File: src/rtl/pcct_pkg.sv
// shared constants, codes and widths for the pointer cursor click tracker
package pcct_pkg;

   // fixed field widths
   localparam int MoveW   = 9;
   localparam int BtnW    = 3;
   localparam int TimeW   = 32;
   localparam int PosW    = 12;
   localparam int EventW  = 3;
   localparam int CountW  = 16;
   localparam int SizeW   = 13;
   localparam int TmoW    = 16;
   localparam int CsrIdxW = 2;
   localparam int CsrDataW = 16;

   // parameter defaults
   localparam int COORD_BITS_DEF = 12;
   localparam int TIME_BITS_DEF  = 32;

   // register reset values
   localparam logic [SizeW-1:0] SCREEN_WIDTH_RST  = 13'd1024;
   localparam logic [SizeW-1:0] SCREEN_HEIGHT_RST = 13'd768;
   localparam logic [TmoW-1:0]  CLICK_TIMEOUT_RST = 16'd500;

   // register indexes
   localparam logic [CsrIdxW-1:0] CSR_SCREEN_WIDTH  = 2'd0;
   localparam logic [CsrIdxW-1:0] CSR_SCREEN_HEIGHT = 2'd1;
   localparam logic [CsrIdxW-1:0] CSR_CLICK_TIMEOUT = 2'd2;

   // thresholds
   localparam int NOISE_LIMIT     = 10;
   localparam int CHAIN_RADIUS_SQ = 5;

   // button masks
   localparam logic [BtnW-1:0] BTN_LEFT   = 3'b001;
   localparam logic [BtnW-1:0] BTN_MIDDLE = 3'b010;
   localparam logic [BtnW-1:0] BTN_RIGHT  = 3'b100;

   // button event codes
   localparam logic [EventW-1:0] EV_NONE           = 3'd0;
   localparam logic [EventW-1:0] EV_LEFT_PRESS     = 3'd1;
   localparam logic [EventW-1:0] EV_LEFT_RELEASE   = 3'd2;
   localparam logic [EventW-1:0] EV_RIGHT_PRESS    = 3'd3;
   localparam logic [EventW-1:0] EV_RIGHT_RELEASE  = 3'd4;
   localparam logic [EventW-1:0] EV_MIDDLE_PRESS   = 3'd5;
   localparam logic [EventW-1:0] EV_MIDDLE_RELEASE = 3'd6;

   localparam logic [CountW-1:0] COUNT_MAX = 16'hFFFF;

endpackage

File: src/rtl/pcct_req_if.sv
// mouse report channel: valid/ready with the report fields
interface pcct_req_if;
   logic                           valid;
   logic                           ready;
   logic signed [pcct_pkg::MoveW-1:0] move_x;
   logic signed [pcct_pkg::MoveW-1:0] move_y;
   logic [pcct_pkg::BtnW-1:0]      button_bits;
   logic [pcct_pkg::TimeW-1:0]     time_ms;

   modport source (output valid, output move_x, output move_y, output button_bits,
                   output time_ms, input ready);
   modport sink   (input valid, input move_x, input move_y, input button_bits,
                   input time_ms, output ready);
endinterface

File: src/rtl/pcct_rsp_if.sv
// tracker result channel: valid/ready with cursor and click fields
interface pcct_rsp_if;
   logic                         valid;
   logic                         ready;
   logic [pcct_pkg::PosW-1:0]    pos_x;
   logic [pcct_pkg::PosW-1:0]    pos_y;
   logic                         move_applied;
   logic [pcct_pkg::EventW-1:0]  button_event;
   logic                         fresh_press;
   logic [pcct_pkg::CountW-1:0]  chain_count;

   modport source (output valid, output pos_x, output pos_y, output move_applied,
                   output button_event, output fresh_press, output chain_count,
                   input ready);
   modport sink   (input valid, input pos_x, input pos_y, input move_applied,
                   input button_event, input fresh_press, input chain_count,
                   output ready);
endinterface

File: src/rtl/pointer_cursor_click_tracker_core.sv
// pointer cursor click tracker: cursor clamp, button events and click chains
//
// req_bus carries one mouse report per beat: signed move, held buttons and
// the current time in milliseconds. rsp_bus returns exactly one beat per
// report: cursor position, whether the move was applied, the button event,
// a fresh-press flag and the click chain count.
// the csr_ port writes screen width, screen height and click timeout; each
// write takes effect at the clock edge where csr_we is high.
// a report beat is captured into an input register, then all of its work is
// done in logic into the result register, so rsp valid rises once the beat
// has passed both registers; throughput is one report per cycle while
// rsp_bus does not stall. the cursor and chain state update in the cycle
// the result register loads, so the next report sees them without a bubble.
// when rsp_bus stalls, the result register holds and the input register
// takes one more report; after that req_bus.ready drops until a beat leaves.
// reset (synchronous) empties both registers, restores the csr defaults,
// centers the cursor on the default screen and clears the click chain.
module pointer_cursor_click_tracker_core #(
   parameter int COORD_BITS = pcct_pkg::COORD_BITS_DEF,
   parameter int TIME_BITS  = pcct_pkg::TIME_BITS_DEF
) (
   input  logic                           clock,
   input  logic                           reset,
   pcct_req_if.sink                       req_bus,
   pcct_rsp_if.source                     rsp_bus,
   input  logic                           csr_we,
   input  logic [pcct_pkg::CsrIdxW-1:0]   csr_index,
   input  logic [pcct_pkg::CsrDataW-1:0]  csr_wdata
);

   localparam int SzW  = COORD_BITS + 1;
   localparam int SumW = COORD_BITS + 2;
   localparam int DifW = COORD_BITS + 1;
   localparam int DsqW = 2 * DifW + 1;
   localparam int RstSizeX = (pcct_pkg::SCREEN_WIDTH_RST > (1 << COORD_BITS)) ?
                             (1 << COORD_BITS) : pcct_pkg::SCREEN_WIDTH_RST;
   localparam int RstSizeY = (pcct_pkg::SCREEN_HEIGHT_RST > (1 << COORD_BITS)) ?
                             (1 << COORD_BITS) : pcct_pkg::SCREEN_HEIGHT_RST;
   localparam logic [COORD_BITS-1:0] CURSOR_X_RST = COORD_BITS'(RstSizeX / 2);
   localparam logic [COORD_BITS-1:0] CURSOR_Y_RST = COORD_BITS'(RstSizeY / 2);

   // zero reads as one, oversize reads as the full coordinate range
   function automatic logic [SzW-1:0] eff_size(input logic [pcct_pkg::SizeW-1:0] r);
      logic [SzW-1:0] s;
      if (r == '0) begin
         s = SzW'(1);
      end else if (32'(r) > (32'(1) << COORD_BITS)) begin
         s = SzW'(1) << COORD_BITS;
      end else begin
         s = SzW'(r);
      end
      return s;
   endfunction

   function automatic logic [COORD_BITS-1:0] clamp(input logic signed [SumW-1:0] v,
                                                   input logic [SzW-1:0] size);
      logic [COORD_BITS-1:0] c;
      if (v < 0) begin
         c = '0;
      end else if (v >= $signed({1'b0, size})) begin
         c = COORD_BITS'(size - SzW'(1));
      end else begin
         c = v[COORD_BITS-1:0];
      end
      return c;
   endfunction

   // configuration registers
   logic [pcct_pkg::SizeW-1:0] screen_width_ff, screen_height_ff;
   logic [pcct_pkg::TmoW-1:0]  click_timeout_ff;

   // tracker state
   logic [COORD_BITS-1:0]     cursor_x_ff, cursor_y_ff, cursor_x_in, cursor_y_in;
   logic [pcct_pkg::BtnW-1:0] prev_buttons_ff;
   logic [TIME_BITS-1:0]      chain_start_ff, chain_start_in;
   logic [pcct_pkg::CountW-1:0] chain_clicks_ff, chain_clicks_in;
   logic [COORD_BITS-1:0]     origin_x_ff, origin_y_ff, origin_x_in, origin_y_in;

   // input register
   logic                              in_valid_ff;
   logic signed [pcct_pkg::MoveW-1:0] in_move_x_ff, in_move_y_ff;
   logic [pcct_pkg::BtnW-1:0]         in_buttons_ff;
   logic [TIME_BITS-1:0]              in_time_ff;

   // result register
   logic                          rsp_valid_ff;
   logic [COORD_BITS-1:0]         rsp_pos_x_ff, rsp_pos_y_ff;
   logic                          rsp_applied_ff, rsp_fresh_ff;
   logic [pcct_pkg::EventW-1:0]   rsp_event_ff;
   logic [pcct_pkg::CountW-1:0]   rsp_count_ff;

   logic out_free, req_take, advance;

   assign out_free = !rsp_valid_ff || rsp_bus.ready;
   assign req_bus.ready = !in_valid_ff || out_free;
   assign req_take = req_bus.valid && req_bus.ready;
   assign advance = in_valid_ff && out_free;

   // per-report logic
   logic [SzW-1:0]               size_x, size_y;
   logic signed [18:0]           move_sq;
   logic [pcct_pkg::BtnW-1:0]    delta;
   logic                         move_nz, applied, fresh, timed_out, far, restart;
   logic [COORD_BITS-1:0]        cur1_x, cur1_y;
   logic signed [DifW-1:0]       ddx, ddy;
   logic [DsqW-1:0]              dist_sq;
   logic [TIME_BITS-1:0]         gap;
   logic [pcct_pkg::EventW-1:0]  ev;

   always_comb begin
      size_x  = eff_size(screen_width_ff);
      size_y  = eff_size(screen_height_ff);
      move_sq = 19'(in_move_x_ff * in_move_x_ff) + 19'(in_move_y_ff * in_move_y_ff);
      delta   = prev_buttons_ff ^ in_buttons_ff;
      move_nz = (in_move_x_ff != '0) || (in_move_y_ff != '0);
      applied = move_nz && !((move_sq < 19'(pcct_pkg::NOISE_LIMIT)) && (delta != '0));

      cur1_x = cursor_x_ff;
      cur1_y = cursor_y_ff;
      if (applied) begin
         cur1_x = clamp(SumW'($signed({1'b0, cursor_x_ff})) + SumW'(in_move_x_ff), size_x);
         cur1_y = clamp(SumW'($signed({1'b0, cursor_y_ff})) + SumW'(in_move_y_ff), size_y);
      end

      // click chain: distance is taken from the cursor after this move
      fresh     = (delta != '0) && (in_buttons_ff == delta);
      ddx       = $signed({1'b0, origin_x_ff}) - $signed({1'b0, cur1_x});
      ddy       = $signed({1'b0, origin_y_ff}) - $signed({1'b0, cur1_y});
      dist_sq   = DsqW'(ddx * ddx) + DsqW'(ddy * ddy);
      far       = dist_sq >= DsqW'(pcct_pkg::CHAIN_RADIUS_SQ);
      gap       = in_time_ff - chain_start_ff;
      timed_out = (in_time_ff > chain_start_ff) && (gap > TIME_BITS'(click_timeout_ff));
      restart   = timed_out || far;

      chain_start_in  = chain_start_ff;
      chain_clicks_in = chain_clicks_ff;
      origin_x_in     = origin_x_ff;
      origin_y_in     = origin_y_ff;
      if (fresh) begin
         chain_start_in = in_time_ff;
         if (restart) begin
            chain_clicks_in = pcct_pkg::CountW'(1);
            origin_x_in     = cur1_x;
            origin_y_in     = cur1_y;
         end else if (chain_clicks_ff != pcct_pkg::COUNT_MAX) begin
            chain_clicks_in = chain_clicks_ff + pcct_pkg::CountW'(1);
         end
      end

      // middle over right over left
      if ((delta & pcct_pkg::BTN_MIDDLE) != '0) begin
         ev = ((in_buttons_ff & pcct_pkg::BTN_MIDDLE) != '0) ?
              pcct_pkg::EV_MIDDLE_PRESS : pcct_pkg::EV_MIDDLE_RELEASE;
      end else if ((delta & pcct_pkg::BTN_RIGHT) != '0) begin
         ev = ((in_buttons_ff & pcct_pkg::BTN_RIGHT) != '0) ?
              pcct_pkg::EV_RIGHT_PRESS : pcct_pkg::EV_RIGHT_RELEASE;
      end else if ((delta & pcct_pkg::BTN_LEFT) != '0) begin
         ev = ((in_buttons_ff & pcct_pkg::BTN_LEFT) != '0) ?
              pcct_pkg::EV_LEFT_PRESS : pcct_pkg::EV_LEFT_RELEASE;
      end else begin
         ev = pcct_pkg::EV_NONE;
      end

      // left release pulls a cursor left outside a shrunk screen back in
      cursor_x_in = cur1_x;
      cursor_y_in = cur1_y;
      if (ev == pcct_pkg::EV_LEFT_RELEASE) begin
         cursor_x_in = clamp(SumW'($signed({1'b0, cur1_x})), size_x);
         cursor_y_in = clamp(SumW'($signed({1'b0, cur1_y})), size_y);
      end
   end

   // configuration writes
   always_ff @(posedge clock) begin
      if (reset) begin
         screen_width_ff  <= pcct_pkg::SCREEN_WIDTH_RST;
         screen_height_ff <= pcct_pkg::SCREEN_HEIGHT_RST;
         click_timeout_ff <= pcct_pkg::CLICK_TIMEOUT_RST;
      end else if (csr_we) begin
         case (csr_index)
            pcct_pkg::CSR_SCREEN_WIDTH: begin
               screen_width_ff <= csr_wdata[pcct_pkg::SizeW-1:0];
            end
            pcct_pkg::CSR_SCREEN_HEIGHT: begin
               screen_height_ff <= csr_wdata[pcct_pkg::SizeW-1:0];
            end
            pcct_pkg::CSR_CLICK_TIMEOUT: begin
               click_timeout_ff <= csr_wdata[pcct_pkg::TmoW-1:0];
            end
            default: begin
            end
         endcase
      end
   end

   // state and valid flags
   always_ff @(posedge clock) begin
      if (reset) begin
         in_valid_ff     <= 1'b0;
         rsp_valid_ff    <= 1'b0;
         cursor_x_ff     <= CURSOR_X_RST;
         cursor_y_ff     <= CURSOR_Y_RST;
         prev_buttons_ff <= '0;
         chain_start_ff  <= '0;
         chain_clicks_ff <= '0;
         origin_x_ff     <= '0;
         origin_y_ff     <= '0;
      end else begin
         if (req_take) begin
            in_valid_ff <= 1'b1;
         end else if (advance) begin
            in_valid_ff <= 1'b0;
         end
         if (advance) begin
            rsp_valid_ff <= 1'b1;
         end else if (rsp_bus.ready) begin
            rsp_valid_ff <= 1'b0;
         end
         if (advance) begin
            cursor_x_ff     <= cursor_x_in;
            cursor_y_ff     <= cursor_y_in;
            prev_buttons_ff <= in_buttons_ff;
            chain_start_ff  <= chain_start_in;
            chain_clicks_ff <= chain_clicks_in;
            origin_x_ff     <= origin_x_in;
            origin_y_ff     <= origin_y_in;
         end
      end
   end

   // payload registers
   always_ff @(posedge clock) begin
      if (req_take) begin
         in_move_x_ff  <= req_bus.move_x;
         in_move_y_ff  <= req_bus.move_y;
         in_buttons_ff <= req_bus.button_bits;
         in_time_ff    <= TIME_BITS'(req_bus.time_ms);
      end
      if (advance) begin
         rsp_pos_x_ff   <= cursor_x_in;
         rsp_pos_y_ff   <= cursor_y_in;
         rsp_applied_ff <= applied;
         rsp_event_ff   <= ev;
         rsp_fresh_ff   <= fresh;
         rsp_count_ff   <= chain_clicks_in;
      end
   end

   assign rsp_bus.valid        = rsp_valid_ff;
   assign rsp_bus.pos_x        = pcct_pkg::PosW'(rsp_pos_x_ff);
   assign rsp_bus.pos_y        = pcct_pkg::PosW'(rsp_pos_y_ff);
   assign rsp_bus.move_applied = rsp_applied_ff;
   assign rsp_bus.button_event = rsp_event_ff;
   assign rsp_bus.fresh_press  = rsp_fresh_ff;
   assign rsp_bus.chain_count  = rsp_count_ff;

`ifndef SYNTH
   // a fresh press always reports a press event
   a_fresh_is_press: assert property (@(posedge clock) disable iff (reset)
      rsp_valid_ff && rsp_fresh_ff |->
         (rsp_event_ff == pcct_pkg::EV_LEFT_PRESS ||
          rsp_event_ff == pcct_pkg::EV_RIGHT_PRESS ||
          rsp_event_ff == pcct_pkg::EV_MIDDLE_PRESS))
      else $error("fresh press without a press event");

   // a fresh press leaves a nonzero chain
   a_fresh_count: assert property (@(posedge clock) disable iff (reset)
      rsp_valid_ff && rsp_fresh_ff |-> rsp_count_ff != '0)
      else $error("fresh press with zero chain count");

   // the chain count only restarts at one or steps up by one
   a_count_step: assert property (@(posedge clock) disable iff (reset)
      !$past(reset) && chain_clicks_ff != $past(chain_clicks_ff) |->
         (chain_clicks_ff == pcct_pkg::CountW'(1) ||
          chain_clicks_ff == pcct_pkg::CountW'($past(chain_clicks_ff) + 1'b1)))
      else $error("chain count jumped");

   // an item that moves on always lands in the result register
   a_advance_lands: assert property (@(posedge clock) disable iff (reset)
      advance |=> rsp_valid_ff)
      else $error("result lost after advance");

   // state only changes when an item moves on
   a_state_hold: assert property (@(posedge clock) disable iff (reset)
      !$past(reset) && !$past(advance) |->
         $stable(cursor_x_ff) && $stable(cursor_y_ff) && $stable(chain_clicks_ff))
      else $error("state changed without an item");
`endif

endmodule

File: src/flat_wrapper.sv
// flat-port wrapper written by rule: the top's interface ports become plain ports
module pointer_cursor_click_tracker_core_flat 
#(
   parameter int COORD_BITS = pcct_pkg::COORD_BITS_DEF,
   parameter int TIME_BITS  = pcct_pkg::TIME_BITS_DEF
)
  (clock, reset, csr_we, csr_index, csr_wdata, req_bus_valid, req_bus_move_x, req_bus_move_y, req_bus_button_bits, req_bus_time_ms, req_bus_ready, rsp_bus_valid, rsp_bus_pos_x, rsp_bus_pos_y, rsp_bus_move_applied, rsp_bus_button_event, rsp_bus_fresh_press, rsp_bus_chain_count, rsp_bus_ready);
  pcct_req_if req_bus_i ();
  pcct_rsp_if rsp_bus_i ();
  input  logic clock;
  input  logic reset;
  input  logic csr_we;
  input  logic [pcct_pkg::CsrIdxW-1:0] csr_index;
  input  logic [pcct_pkg::CsrDataW-1:0] csr_wdata;
  input wire logic [$bits(req_bus_i.valid)-1:0] req_bus_valid;
  input wire logic [$bits(req_bus_i.move_x)-1:0] req_bus_move_x;
  input wire logic [$bits(req_bus_i.move_y)-1:0] req_bus_move_y;
  input wire logic [$bits(req_bus_i.button_bits)-1:0] req_bus_button_bits;
  input wire logic [$bits(req_bus_i.time_ms)-1:0] req_bus_time_ms;
  output wire logic [$bits(req_bus_i.ready)-1:0] req_bus_ready;
  output wire logic [$bits(rsp_bus_i.valid)-1:0] rsp_bus_valid;
  output wire logic [$bits(rsp_bus_i.pos_x)-1:0] rsp_bus_pos_x;
  output wire logic [$bits(rsp_bus_i.pos_y)-1:0] rsp_bus_pos_y;
  output wire logic [$bits(rsp_bus_i.move_applied)-1:0] rsp_bus_move_applied;
  output wire logic [$bits(rsp_bus_i.button_event)-1:0] rsp_bus_button_event;
  output wire logic [$bits(rsp_bus_i.fresh_press)-1:0] rsp_bus_fresh_press;
  output wire logic [$bits(rsp_bus_i.chain_count)-1:0] rsp_bus_chain_count;
  input wire logic [$bits(rsp_bus_i.ready)-1:0] rsp_bus_ready;
  assign req_bus_i.valid = req_bus_valid;
  assign req_bus_i.move_x = req_bus_move_x;
  assign req_bus_i.move_y = req_bus_move_y;
  assign req_bus_i.button_bits = req_bus_button_bits;
  assign req_bus_i.time_ms = req_bus_time_ms;
  assign req_bus_ready = req_bus_i.ready;
  assign rsp_bus_valid = rsp_bus_i.valid;
  assign rsp_bus_pos_x = rsp_bus_i.pos_x;
  assign rsp_bus_pos_y = rsp_bus_i.pos_y;
  assign rsp_bus_move_applied = rsp_bus_i.move_applied;
  assign rsp_bus_button_event = rsp_bus_i.button_event;
  assign rsp_bus_fresh_press = rsp_bus_i.fresh_press;
  assign rsp_bus_chain_count = rsp_bus_i.chain_count;
  assign rsp_bus_i.ready = rsp_bus_ready;
  pointer_cursor_click_tracker_core #(.COORD_BITS(COORD_BITS), .TIME_BITS(TIME_BITS)) u_core (.clock(clock), .reset(reset), .req_bus(req_bus_i), .rsp_bus(rsp_bus_i), .csr_we(csr_we), .csr_index(csr_index), .csr_wdata(csr_wdata));
endmodule
File: config.mk
export PLATFORM = sky130hd
export DESIGN_NAME = pointer_cursor_click_tracker_core_flat
export DESIGN_NICKNAME = d
export VERILOG_FILES = /design/src/rtl/pcct_pkg.sv /design/src/rtl/pcct_req_if.sv /design/src/rtl/pcct_rsp_if.sv /design/src/rtl/pointer_cursor_click_tracker_core.sv /design/src/flat_wrapper.sv
export SDC_FILE = /design/constraint.sdc
export NUM_CORES = 2
export LEC_CHECK = 0
export BUFFER_PORTS_ARGS = -buffer_cell sky130_fd_sc_hd__clkbuf_2
export CAP_MARGIN = 20
export CORE_ASPECT_RATIO = 0.75
export CORE_MARGIN = 2
export CORE_UTILIZATION = 40
export DETAILED_ROUTE_END_ITERATION = 10
export GPL_TIMING_DRIVEN = 0
export HOLD_SLACK_MARGIN = 0.12
export PLACE_DENSITY = 0.61
export SLEW_MARGIN = 20
export SYNTH_ARGS = -nofsm -noshare
export SYNTH_HDL_FRONTEND = slang
export SYNTH_SLANG_ARGS = --single-unit
File: constraint.sdc
create_clock -name clock -period 20.4 [get_ports clock]
set_input_delay 0 -clock clock [delete_from_list [all_inputs] [get_ports clock]]
set_output_delay 0 -clock clock [all_outputs]
set_load 0.01 [all_outputs]
==> flow_summary.json <==
{
  "die_w_um": 344,
  "route.detailed.drc": 0,
  "clkLatencyLatePin_ps": 590,
  "wirelength_um": 94400,
  "reg2reg_slack_ps": 890,
  "synth_top_area_share_pct": 23.1,
  "cts_max_path_buffers": 3,
  "grt_pass1_wl_um": 153000,
  "place_area_mm2": 0.0369,
  "syn-num-nets": 4905,
  "cp-start-kind": "register",
  "die_h_um": 259,
  "seq_area_frac_synth_pct": 16.7,
  "synth_common_cells": "inv_1, nand2_1, ha_1",
  "gp_congestion": 0.936,
  "synth.most_common_cell": "inv_1",
  "ctsHtreeMaxLevel": 1,
  "endpoint_kind": "register",
  "relSlewSlack_pct": 24.1,
  "min_from": "req_bus_move_y[1]",
  "drtPass1Iterations": 6,
  "path_class": "reg -> reg",
  "design.die.area_mm2": 0.0893,
  "cp.arrival_ps": 19950,
  "fin_nets": 5225,
  "place_hpwl_um": 76600,
  "tritoncts": "done",
  "hold_path_end": "u_core.in_move_y_ff[1]$_DFFE_PP_",
  "viasPerCell": 5.24,
  "reg2reg_from": "u_core.in_move_y_ff[8]$_DFFE_PP_",
  "grt_antenna_before_repair": 1,
  "synth_area_leader_cell": "fa_1",
  "grt_max_degree": 50,
  "slew_viol_final": 0,
  "r2r-end": "u_core.origin_x_ff[4]$_SDFFE_PP0P_",
  "critPathMaxStageDelay_ps": 580,
  "hold_viol": 0,
  "syn_to_final_growth_pct": 15.1,
  "holdCritPathClass": "in -> reg",
  "max_freq_mhz": 51.3,
  "initial_core_util_pct": 40.4,
  "grt_usage_pct": 21.4,
  "postRouteAntennaNets": 0,
  "synth_area_leaders": "fa_1, ha_1, edfxtp_1, dfxtp_1, inv_1",
  "critPathMaxFanout": 10,
  "fin_crit_sh_pct": 95.6,
  "finClkSkew_ps": 24.7,
  "synth-main-ff-cell": "dfxtp_1",
  "path_common_cell": "fa_1",
  "crit_slowest_cell": "or4_4",
  "io_pins": 123,
  "setup_viol": 0,
  "synth-edff-count": 98,
  "cts-root-buf": "clkbuf_16",
  "clk_pin_slew_ps": 70,
  "synth.cell_area_mm2": 0.0348,
  "ys_warn_count": 0,
  "cap_violations": 0,
  "tightest_slew_ps": 1130,
  "numCtsBuffers": 29,
  "drtIter0Drc": 2200,
  "overflow": 0,
  "avgSynthCellArea_um2": 8.67,
  "vias": 28787,
  "num-fill-cells": 8326,
  "finish.instance_area_mm2": 0.0400,
  "synth_cell_types": 103,
  "postSynthCellCount": 4013,
  "status": "completed",
  "async_flop_share_pct": 0,
  "hold_path_depth": 2,
  "numPortBuffers": 121,
  "synth-seq-cells": 241,
  "grt_pass1_vias": 27994,
  "placementRows": 93,
  "r2r_cells": 84,
  "cp.required_ps": 20840,
  "coreArea_mm2": 0.0860,
  "wl_per_cell_um": 17.2,
  "holdWs_ps": 133,
  "drive_gt1_share_pct": 9.11,
  "period_needed_ps": 19510,
  "crit_start": "u_core.in_move_y_ff[8]$_DFFE_PP_",
  "final_core_util_pct": 46.5,
  "clock_sinks": 241,
  "tns_ps": 0
}
[layer usage]
metal | global-route usage (%) | share of wire (%) | vias to the layer above
met5 | 0 | 0 | -
met4 | 3.89 | 1.9 | 0
met3 | 3.93 | 7.7 | 100
met2 | 31.2 | 41 | 839
met1 | 32.7 | 49 | 13805
li1 | - | - | 14043
[kinds of logic (layout without fill, tap and decap cells)]
| kind of cell | count (synthesis) | in the layout | synth area share (%) |
|---|---|---|---|
| xor+xnor | 192 | 192 | 4.88 |
| buf+inv | 809 | 1152 | 8.89 |
| simple gates | 1122 | 1122 | 15.2 |
| compound gates | 791 | 791 | 15.0 |
| flops | 241 | 241 | 16.7 |
| other cells | 0 | 1 | 0 |
| mux | 37 | 37 | 1.20 |
| fa+ha+maj | 821 | 821 | 38.2 |
[how the worst max path moves through the flow]
stage,to,slack [ps],cells past startpoint
floorplan,u_core.rsp_bus.chain_count[13]$_DFFE_PP_,1080,82
CTS,u_core.rsp_bus.chain_count[0]$_DFFE_PP_,30,82
detailed placement,u_core.origin_y_ff[3]$_SDFFE_PP0P_,-3970,82
global placement,u_core.rsp_bus.chain_count[13]$_DFFE_PP_,-3930,82
global route,u_core.origin_x_ff[4]$_SDFFE_PP0P_,-80,83
finish,u_core.origin_x_ff[4]$_SDFFE_PP0P_,890,84
[what timing repair did]
action / in CTS / in global routing
endpoints found under the hold margin: 139 / 0
pin swaps: 7 / 27
endpoints found under the setup margin: 56 / 56
resized for setup: 82 / 107
hold buffers: 117 / 0
setup buffers: 20 / 29
[layout make-up]
type                            count  area (um2)  area share, %
Timing Repair Buffer              291        2250           5.62
Antenna cell                        1        2.50        0.00625
Inverter                          676        2560           6.39
Tap cell                         1140        1430           3.56
Buffer                            131         702           1.75
Multi-Input combinational cell   2963       26300           65.6
Clock inverter                     24         297          0.741
Sequential cell                   241        5810           14.5
Clock buffer                       30         729           1.82
[state kept, by name, summed over array words and instances (netlist names), 3 cells and up]
signal	count
u_core.click_timeout_ff	16
u_core.origin_x_ff	12
u_core.screen_width_ff	13
u_core.cursor_x_ff	12
u_core.prev_buttons_ff	3
u_core.cursor_y_ff	12
u_core.in_time_ff	32
u_core.rsp_bus.pos_x	12
u_core.in_move_x_ff	9
u_core.rsp_bus.button_event	3
u_core.in_buttons_ff	3
u_core.in_move_y_ff	9
u_core.origin_y_ff	12
u_core.rsp_bus.pos_y	12
u_core.rsp_bus.chain_count	16
u_core.chain_clicks_ff	16
u_core.chain_start_ff	32
u_core.screen_height_ff	13
[layout by cell type, fill, tap and decap left out, types with 61 or more instances in the layout]
cell	instances
nor3_1	73
a21o_1	68
clkbuf_1	79
nand2_1	428
dlygate4sd3_1	117
a21oi_1	268
dfxtp_1	143
ha_1	412
edfxtp_1	98
nor2_1	247
fa_1	401
o21ai_0	86
xnor2_1	134
nand3_1	61
clkbuf_2	123
inv_1	662
[stage by stage]
step                      cells  setup slack, ps
after CTS                  5467             34.6
after detailed placement   5277            -3970
after floorplan            4013             1080
after global routing       5496            -80.1
final                      5497              890
after global placement     5274            -3930
[worst max-delay path, delay by kind of cell, from the launching register on]
family	cells	cell delay, ps
fa+ha+maj	18	7300
simple gates	19	3960
xor+xnor	2	370
compound gates	27	4860
flops	1	510
buf+inv	18	2290
Power is left out: the tool's default activity adds up to more than one toggle a clock period on the data nets, which glitch-free logic cannot reach.
